### src/hdl/two_stacks_shared_memory_core_macros.svh
// assertion macros for the two-stack core
// expects clk and arst_n in the scope of use
`ifndef TWO_STACKS_SHARED_MEMORY_CORE_MACROS_SVH
`define TWO_STACKS_SHARED_MEMORY_CORE_MACROS_SVH

// property must hold at every edge outside reset
`define TSS_ASSERT(lbl, prop, msg) \
	lbl: assert property (@(posedge clk) disable iff (!arst_n) prop) else $error(msg);

// condition must never be seen outside reset
`define TSS_NEVER(lbl, cond, msg) \
	lbl: assert property (@(posedge clk) disable iff (!arst_n) !(cond)) else $error(msg);

`endif

### src/hdl/tss_pkg.sv
// shared types, codes and helpers of the two-stack core
// no dependencies
package tss_pkg;

	localparam int unsigned DEPTH_DEF = 16;
	localparam int unsigned CNT_W     = 5;
	localparam int unsigned DATA_W    = 32;
	localparam logic [CNT_W-1:0] CAP_RESET = 5'd16;

	typedef logic signed [DATA_W-1:0] word_t;
	typedef logic [CNT_W-1:0]         cnt_t;

	localparam word_t WORD_EMPTY = -32'sd1;

	// request codes
	localparam logic [1:0] MODE_PUSH = 2'd0;
	localparam logic [1:0] MODE_POP  = 2'd1;
	localparam logic [1:0] MODE_PEEK = 2'd2;

	// result status codes
	localparam logic [1:0] STAT_OK        = 2'd0;
	localparam logic [1:0] STAT_OVERFLOW  = 2'd1;
	localparam logic [1:0] STAT_UNDERFLOW = 2'd2;

	typedef enum logic [0:0] {
		CTRL_IDLE,
		CTRL_EXEC
	} ctrl_state_t;

	// controller to datapath commands
	typedef struct packed {
		logic load;    // capture request, issue memory read
		logic commit;  // update pointers, write memory, load result
	} tss_cmd_t;

	// capacity clamped to 1..depth
	function automatic cnt_t sat_cap(input cnt_t raw, input int unsigned depth);
		cnt_t c;
		c = raw;
		if (c == '0) c = CNT_W'(1);
		if (32'(c) > depth) c = CNT_W'(depth);
		return c;
	endfunction

endpackage

### src/hdl/tss_if.sv
// request and result channel interfaces of the two-stack core
// depends on tss_pkg
interface tss_req_if;
	import tss_pkg::*;
	logic       valid;
	logic       ready;
	logic [1:0] mode;
	logic       which_stack;
	word_t      push_value;
	modport source (output valid, mode, which_stack, push_value, input ready);
	modport sink (input valid, mode, which_stack, push_value, output ready);
endinterface

interface tss_rsp_if;
	import tss_pkg::*;
	logic       valid;
	logic       ready;
	logic [1:0] status;
	word_t      read_value;
	cnt_t       count_lower;
	cnt_t       count_upper;
	modport source (output valid, status, read_value, count_lower, count_upper, input ready);
	modport sink (input valid, status, read_value, count_lower, count_upper, output ready);
endinterface

### src/hdl/two_stacks_shared_memory_core.sv
// two stacks in one memory: a request beat starts the memory read, then commits to the result register
// one request in flight: no new request is taken until the previous one has committed
// a new request is taken while the previous result still waits in its register
// reset: both stacks empty, capacity 16 clamped to 1..DEPTH; memory not cleared
`include "two_stacks_shared_memory_core_macros.svh"
module two_stacks_shared_memory_core #(
	parameter int unsigned DEPTH = tss_pkg::DEPTH_DEF
) (
	input  logic          clk,
	input  logic          arst_n,
	tss_req_if.sink       req,
	tss_rsp_if.source     rsp,
	input  logic          cap_we,
	input  tss_pkg::cnt_t cap_wdata
);
	import tss_pkg::*;

	tss_cmd_t cmd;

	// controller: one request in flight, commit when result register is free or emptying
	tss_ctrl u_ctrl (
		.clk       (clk),
		.arst_n    (arst_n),
		.req_valid (req.valid),
		.req_ready (req.ready),
		.rsp_valid (rsp.valid),
		.rsp_ready (rsp.ready),
		.cmd       (cmd)
	);

	// datapath: load reads the memory, commit acts on the read data
	tss_dp #(
		.DEPTH (DEPTH)
	) u_dp (
		.clk         (clk),
		.arst_n      (arst_n),
		.cmd         (cmd),
		.cap_we      (cap_we),
		.cap_wdata   (cap_wdata),
		.mode        (req.mode),
		.which_stack (req.which_stack),
		.push_value  (req.push_value),
		.status      (rsp.status),
		.read_value  (rsp.read_value),
		.count_lower (rsp.count_lower),
		.count_upper (rsp.count_upper)
	);

	// the cycle after a request beat the block is busy
	`TSS_ASSERT(a_one_in_flight, (req.valid && req.ready) |=> !req.ready, "request taken while busy")
	// an underflow result always carries the empty marker
	`TSS_ASSERT(a_underflow_value, (rsp.valid && rsp.status == STAT_UNDERFLOW) |-> (rsp.read_value == WORD_EMPTY), "underflow without empty marker")
	// a failed push never returns data
	`TSS_NEVER(a_overflow_value, rsp.valid && rsp.status == STAT_OVERFLOW && rsp.read_value != '0, "overflow with nonzero data")

endmodule

### src/hdl/tss_ram.sv
// generic single-write, single-read ram with registered read data
// no dependencies
module tss_ram #(
	parameter int unsigned WIDTH = 32,
	parameter int unsigned DEPTH = 16,
	parameter int unsigned AW    = (DEPTH > 1) ? $clog2(DEPTH) : 1
) (
	input  logic             clk,
	input  logic             we,
	input  logic [AW-1:0]    waddr,
	input  logic [WIDTH-1:0] wdata,
	input  logic             re,
	input  logic [AW-1:0]    raddr,
	output logic [WIDTH-1:0] rdata
);

	logic [WIDTH-1:0] mem [DEPTH];

	always_ff @(posedge clk) begin
		if (we) mem[waddr] <= wdata;
	end

	always_ff @(posedge clk) begin
		if (re) rdata <= mem[raddr];
	end

endmodule

### src/hdl/tss_ctrl.sv
// controller state machine of the two-stack core
// depends on tss_pkg
module tss_ctrl (
	input  logic              clk,
	input  logic              arst_n,
	input  logic              req_valid,
	output logic              req_ready,
	output logic              rsp_valid,
	input  logic              rsp_ready,
	output tss_pkg::tss_cmd_t cmd
);
	import tss_pkg::*;

	ctrl_state_t state_q, state_d;
	logic        out_valid_q, out_valid_d;

	always_ff @(posedge clk or negedge arst_n) begin
		if (!arst_n) begin
			state_q     <= CTRL_IDLE;
			out_valid_q <= 1'b0;
		end else begin
			state_q     <= state_d;
			out_valid_q <= out_valid_d;
		end
	end

	always_comb begin
		state_d   = state_q;
		cmd       = '0;
		req_ready = (state_q == CTRL_IDLE);
		case (state_q)
			CTRL_IDLE: begin
				if (req_valid) begin
					cmd.load = 1'b1;
					state_d  = CTRL_EXEC;
				end
			end
			CTRL_EXEC: begin
				// result register must be free or emptying this cycle
				if (!out_valid_q || rsp_ready) begin
					cmd.commit = 1'b1;
					state_d    = CTRL_IDLE;
				end
			end
			default: state_d = CTRL_IDLE;
		endcase
		if (cmd.commit) out_valid_d = 1'b1;
		else if (rsp_ready) out_valid_d = 1'b0;
		else out_valid_d = out_valid_q;
	end

	assign rsp_valid = out_valid_q;

endmodule

### src/hdl/tss_dp.sv
// datapath of the two-stack core: pointers, shared memory, result register
// depends on tss_pkg and tss_ram
module tss_dp #(
	parameter int unsigned DEPTH = tss_pkg::DEPTH_DEF
) (
	input  logic              clk,
	input  logic              arst_n,
	input  tss_pkg::tss_cmd_t cmd,
	input  logic              cap_we,
	input  tss_pkg::cnt_t     cap_wdata,
	input  logic [1:0]        mode,
	input  logic              which_stack,
	input  tss_pkg::word_t    push_value,
	output logic [1:0]        status,
	output tss_pkg::word_t    read_value,
	output tss_pkg::cnt_t     count_lower,
	output tss_pkg::cnt_t     count_upper
);
	import tss_pkg::*;

	localparam int unsigned AW = (DEPTH > 1) ? $clog2(DEPTH) : 1;

	cnt_t       cap_q, lower_q, upper_q;
	cnt_t       lower_d, upper_d, wptr;
	logic [1:0] mode_s1;
	logic       which_s1;
	word_t      value_s1;
	logic [DATA_W-1:0] rdata;
	logic       we;
	logic       empty;
	logic [1:0] stat_d;
	word_t      rd_d;
	cnt_t       rptr;

	// read address comes from the incoming beat and current pointers
	assign rptr = which_stack ? upper_q : (lower_q - CNT_W'(1));

	tss_ram #(
		.WIDTH (DATA_W),
		.DEPTH (DEPTH),
		.AW    (AW)
	) u_ram (
		.clk   (clk),
		.we    (cmd.commit && we),
		.waddr (AW'(wptr)),
		.wdata (value_s1),
		.re    (cmd.load),
		.raddr (AW'(rptr)),
		.rdata (rdata)
	);

	always_ff @(posedge clk) begin
		if (cmd.load) begin
			mode_s1  <= mode;
			which_s1 <= which_stack;
			value_s1 <= push_value;
		end
	end

	always_comb begin
		stat_d  = STAT_OK;
		rd_d    = '0;
		lower_d = lower_q;
		upper_d = upper_q;
		we      = 1'b0;
		wptr    = lower_q;
		empty   = which_s1 ? (upper_q >= cap_q) : (lower_q == '0);
		case (mode_s1)
			MODE_PUSH: begin
				if (lower_q >= upper_q) begin
					stat_d = STAT_OVERFLOW;
				end else if (!which_s1) begin
					we      = 1'b1;
					wptr    = lower_q;
					lower_d = lower_q + CNT_W'(1);
				end else begin
					we      = 1'b1;
					wptr    = upper_q - CNT_W'(1);
					upper_d = upper_q - CNT_W'(1);
				end
			end
			MODE_POP, MODE_PEEK: begin
				if (empty) begin
					stat_d = STAT_UNDERFLOW;
					rd_d   = WORD_EMPTY;
				end else begin
					rd_d = word_t'(rdata);
					if (mode_s1 == MODE_POP) begin
						if (!which_s1) lower_d = lower_q - CNT_W'(1);
						else upper_d = upper_q + CNT_W'(1);
					end
				end
			end
			default: ;
		endcase
	end

	always_ff @(posedge clk or negedge arst_n) begin
		if (!arst_n) begin
			cap_q   <= sat_cap(CAP_RESET, DEPTH);
			lower_q <= '0;
			upper_q <= sat_cap(CAP_RESET, DEPTH);
		end else if (cap_we) begin
			cap_q   <= sat_cap(cap_wdata, DEPTH);
			lower_q <= '0;
			upper_q <= sat_cap(cap_wdata, DEPTH);
		end else if (cmd.commit) begin
			lower_q <= lower_d;
			upper_q <= upper_d;
		end
	end

	always_ff @(posedge clk) begin
		if (cmd.commit) begin
			status      <= stat_d;
			read_value  <= rd_d;
			count_lower <= lower_d;
			count_upper <= cap_q - upper_d;
		end
	end

endmodule

### src/flat_wrapper.sv
// flat-port wrapper written by rule: the top's interface ports become plain ports
module two_stacks_shared_memory_core_flat import tss_pkg::*;
#(
	parameter int unsigned DEPTH = tss_pkg::DEPTH_DEF
)
  (clk, arst_n, cap_we, cap_wdata, req_valid, req_mode, req_which_stack, req_push_value, req_ready, rsp_valid, rsp_status, rsp_read_value, rsp_count_lower, rsp_count_upper, rsp_ready);
  tss_req_if req_i ();
  tss_rsp_if rsp_i ();
  input  logic clk;
  input  logic arst_n;
  input  logic cap_we;
  input  tss_pkg::cnt_t cap_wdata;
  input wire logic [$bits(req_i.valid)-1:0] req_valid;
  input wire logic [$bits(req_i.mode)-1:0] req_mode;
  input wire logic [$bits(req_i.which_stack)-1:0] req_which_stack;
  input wire logic [$bits(req_i.push_value)-1:0] req_push_value;
  output wire logic [$bits(req_i.ready)-1:0] req_ready;
  output wire logic [$bits(rsp_i.valid)-1:0] rsp_valid;
  output wire logic [$bits(rsp_i.status)-1:0] rsp_status;
  output wire logic [$bits(rsp_i.read_value)-1:0] rsp_read_value;
  output wire logic [$bits(rsp_i.count_lower)-1:0] rsp_count_lower;
  output wire logic [$bits(rsp_i.count_upper)-1:0] rsp_count_upper;
  input wire logic [$bits(rsp_i.ready)-1:0] rsp_ready;
  assign req_i.valid = req_valid;
  assign req_i.mode = req_mode;
  assign req_i.which_stack = req_which_stack;
  assign req_i.push_value = req_push_value;
  assign req_ready = req_i.ready;
  assign rsp_valid = rsp_i.valid;
  assign rsp_status = rsp_i.status;
  assign rsp_read_value = rsp_i.read_value;
  assign rsp_count_lower = rsp_i.count_lower;
  assign rsp_count_upper = rsp_i.count_upper;
  assign rsp_i.ready = rsp_ready;
  two_stacks_shared_memory_core #(.DEPTH(DEPTH)) u_core (.clk(clk), .arst_n(arst_n), .req(req_i), .rsp(rsp_i), .cap_we(cap_we), .cap_wdata(cap_wdata));
endmodule
### config.mk
export PLATFORM = sky130hd
export DESIGN_NAME = two_stacks_shared_memory_core_flat
export DESIGN_NICKNAME = d
export VERILOG_FILES = /design/src/hdl/tss_pkg.sv /design/src/hdl/tss_if.sv /design/src/hdl/two_stacks_shared_memory_core.sv /design/src/hdl/tss_ram.sv /design/src/hdl/tss_ctrl.sv /design/src/hdl/tss_dp.sv /design/src/flat_wrapper.sv
export VERILOG_INCLUDE_DIRS = /design/src /design/src/hdl
export SDC_FILE = /design/constraint.sdc
export NUM_CORES = 1
export LEC_CHECK = 0
export ABC_AREA = 1
export BUFFER_PORTS_ARGS = -buffer_cell sky130_fd_sc_hd__buf_2
export CORE_UTILIZATION = 55
export CTS_CLUSTER_DIAMETER = 120
export CTS_CLUSTER_SIZE = 24
export DETAILED_ROUTE_END_ITERATION = 7
export MAX_ROUTING_LAYER = met4
export PLACE_DENSITY = 0.72
export RECOVER_POWER = 100
export SLEW_MARGIN = 25
export SYNTH_ARGS = -nofsm -noshare
export SYNTH_HDL_FRONTEND = slang
export SYNTH_SLANG_ARGS = --single-unit
export TNS_END_PERCENT = 1
### constraint.sdc
create_clock -name clk -period 5 [get_ports clk]
set_input_delay 0.5 -clock clk [delete_from_list [all_inputs] [get_ports clk]]
set_output_delay 0.5 -clock clk [all_outputs]
set_load 0.02 [all_outputs]
==> results_dict.tcl <==
set metrics [dict create \
    status "finished, violations left" \
    violations "capacitance limit, slew limit" \
    grt_max_degree 130 \
    vias 15876 \
    wl_mm 58.98 \
    antenna_left 0 \
    p_comb_share_pct 29.1 \
    layout-drive-gt1-share_pct 6.757 \
    synth.most_common_cell "edfxtp_1" \
    dp_hpwl_mm 31.34 \
    fin_tns_setup_ns 0 \
    fillers 3446 \
    ir_drop_mv 0.3875 \
    ys_ff_latch 640 \
    slowest_delay_ns 0.68 \
    netlist_instances 1941 \
    io_pins 91 \
    clkTransAtPathRegs_ns 0.10 \
    syn_to_final_growth_pct 6.817 \
    place.gp.congestion 0.9519 \
    wl_per_cell_um 22.70 \
    crit_slowest_cell "clkbuf_1" \
    first_iter_violations 1960 \
    post_cts_buffers 0 \
    drcViolationCount 0 \
    internal_power_uw 8976 \
    rows 78 \
    multi_input_area_um2 5829 \
    avgSynthCellArea_um2 13.28 \
    regArea_um2 19140 \
    finalHoldViolCount 0 \
    netlist_area_um2 25770 \
    grt_pass1_wl_mm 89.80 \
    drv_cap 3 \
    core_um2 45770 \
    finalSetupViolations 0 \
    clock_skew_ns 0.01657 \
    yosysTopAreaCellShare_pct 72.60 \
    cts_buffer_depth 3 \
    grt_pass1_vias 15350 \
    cpLargestDelayFamily "simple AND/OR/NAND/NOR gates" \
    crit_chain "inv_1, ha_1, nand2_1, nor2_1, o21ai_0, nor2b_1, nand2_1, nor2_1, nand3_1, nor2_4, clkbuf_1" \
    viasPerCell 6.111 \
    clkPwrFrac_pct 19.9 \
    cts_tree "done" \
    fmax_mhz 227.4 \
    synth_fp_nets 2009 \
    final_cells 2598 \
    cts_buffers 30 \
    min_period_over_period_pct 87.96 \
    drtPass1Iterations 6 \
    synth-edff-count 623 \
    htreeDepth 1 \
    power_density_nw_per_um2 502.8 \
    overflow 0 \
    switching_share_pct 35.14 \
    yosysWarnings 0 \
    nets 2042 \
    start_util_pct 56.30 \
    rsz0062_at_grt "false" \
    relSlewSlack_pct -116.1 \
    p_switching_uw 4863 \
    worstSetupPathType "flop to flop" \
    required_ns 5.25 \
    die_w_um 218.5 \
    post-route-min-period_ns 4.398 \
    clock_sinks 640 \
    die_h_um 218.5 \
    crit_fanout 12 \
    tightestPinTransition_ns 3.241 \
    antenna_found_initial 1 \
    yosys-top-cells-area "edfxtp_1, nor2_1, o21ai_0, o221ai_1, nand2_1" \
    clk_latency_ns 0.62 \
    synth_ff_type "edfxtp_1" \
    seq_area_frac_synth_pct 74.26 \
    yosys.area.top_type "edfxtp_1" \
    grt_usage_pct 25.56 \
    hold_path_class "input pin to flop" \
    async_flop_share_pct 2.656 \
    power.leakage_uw 0.009072 \
    die_area_um2 47720 \
    synth_top_cells_by_count "edfxtp_1, nor2_1, o21ai_0" \
    drv_slew 203 \
    start_kind "flop" \
    dp_cells 2541 \
    cp_num_buf_inv 2 \
    synth.distinct_cells 44 \
    post_cts_resized 0 \
    end_kind "flop" \
    holdBufCountCts 1 \
    p_seq_share_pct 50.9 \
    cp.arrival_ns 4.65 \
    io_buffers 90 \
    n_antenna_cell 0 \
    cts_root_buf "clkbuf_16" \
]
[routing by layer]
layer	vias up	part of all wire, %	GRT usage [%]
met4	0	1.9	6.037
met5	-	0	-
li1	7243	-	-
met1	7854	43	36.14
met2	681	48	40.06
met3	98	7.4	2.909
[kinds of logic after synthesis]
kind of cell / Yosys count / synth area share [%]
flops: 640 / 74.26
simple gates: 631 / 9.949
compound gates: 452 / 10.80
buf+inv: 185 / 3.501
fa+ha+maj: 23 / 1.146
xor+xnor: 10 / 0.3399
[per-stage QoR]
step	hold slack [ns]	power, µW	utilization (%)	worst slack [ns]	instance area, µm²
detailed placement	0.4794	11250	58.58	0.9530	26810
global route	0.03384	14530	60.14	0.3292	27530
CTS	0.03023	13940	60.52	0.9370	27700
floorplan	0.2044	9919	-	1.137	25770
global placement	0.4759	11140	58.58	1.129	26810
finish	0.05076	13840	60.14	0.6022	27530
[registers in the layout, summed over array words and instances, names as in the netlist, 32 cells and up]
name and cells:
u_core.u_dp.u_ram.mem 512, u_core.u_dp.value_s1 32, u_core.u_dp.u_ram.rdata 32, u_core.u_dp.read_value 32
[final timing paths]
kind | startpoint | end | slack, ns | cells past startpoint
worst max-delay path | u_core.u_dp.upper_q[2] | u_core.u_dp.u_ram.mem[9][4] | 0.60 | 11
worst min-delay path | req_push_value[21] | u_core.u_dp.value_s1[21] | 0.05 | 1
worst max register to register | u_core.u_dp.upper_q[2] | u_core.u_dp.u_ram.mem[9][4] | 0.60 | 11
worst min register to register | u_core.u_ctrl.rsp_valid | u_core.u_ctrl.rsp_valid | 0.52 | 2
max in group asynchronous | arst_n | u_core.u_dp.lower_q[1] | 3.71 | 2
min in group asynchronous | arst_n | u_core.u_ctrl.rsp_valid | 0.61 | 2
[final cells by class]
cell class / count / share of cell area, %
timing repair buffer: 127 / 2.564
inverter: 59 / 0.8319
clock inverter: 2 / 0.04546
tap: 600 / 2.727
sequential: 640 / 69.52
clock buffer: 54 / 3.132
multi-input combinational: 1116 / 21.18
[power by group through the flow]
stage	Sequential (µW)	Combinational, µW	Clock (µW)
floorplan	7230	2690	0
global placement	7130	4010	0
detailed placement	7150	4110	0
CTS	7030	4120	2790
global route	7120	4450	2960
finish	7050	4030	2760
[layout by cell type, fill, tap and decap left out, types with 11 or more instances in the layout]
cell type,instances
inv_1,51
buf_4,17
nor2_4,11
dfrtp_1,15
o21ai_1,33
edfxtp_1,623
o22ai_1,17
o21ai_0,245
clkbuf_16,31
o211ai_1,19
clkbuf_1,79
nor2_1,340
buf_2,38
ha_1,22
a21oi_1,15
o221ai_1,111
nand3_1,90
nand2_1,166
[worst reg2reg max path, cell delays in order (launching register included)]
cell	delay, ns
dfrtp_1	0.57
inv_1	0.22
ha_1	0.33
nand2_1	0.07
nor2_1	0.04
o21ai_0	0.15
nor2b_1	0.57
nand2_1	0.18
nor2_1	0.34
nand3_1	0.36
nor2_4	0.51
clkbuf_1	0.68
No activity file was read; power rests on OpenSTA's default activity.
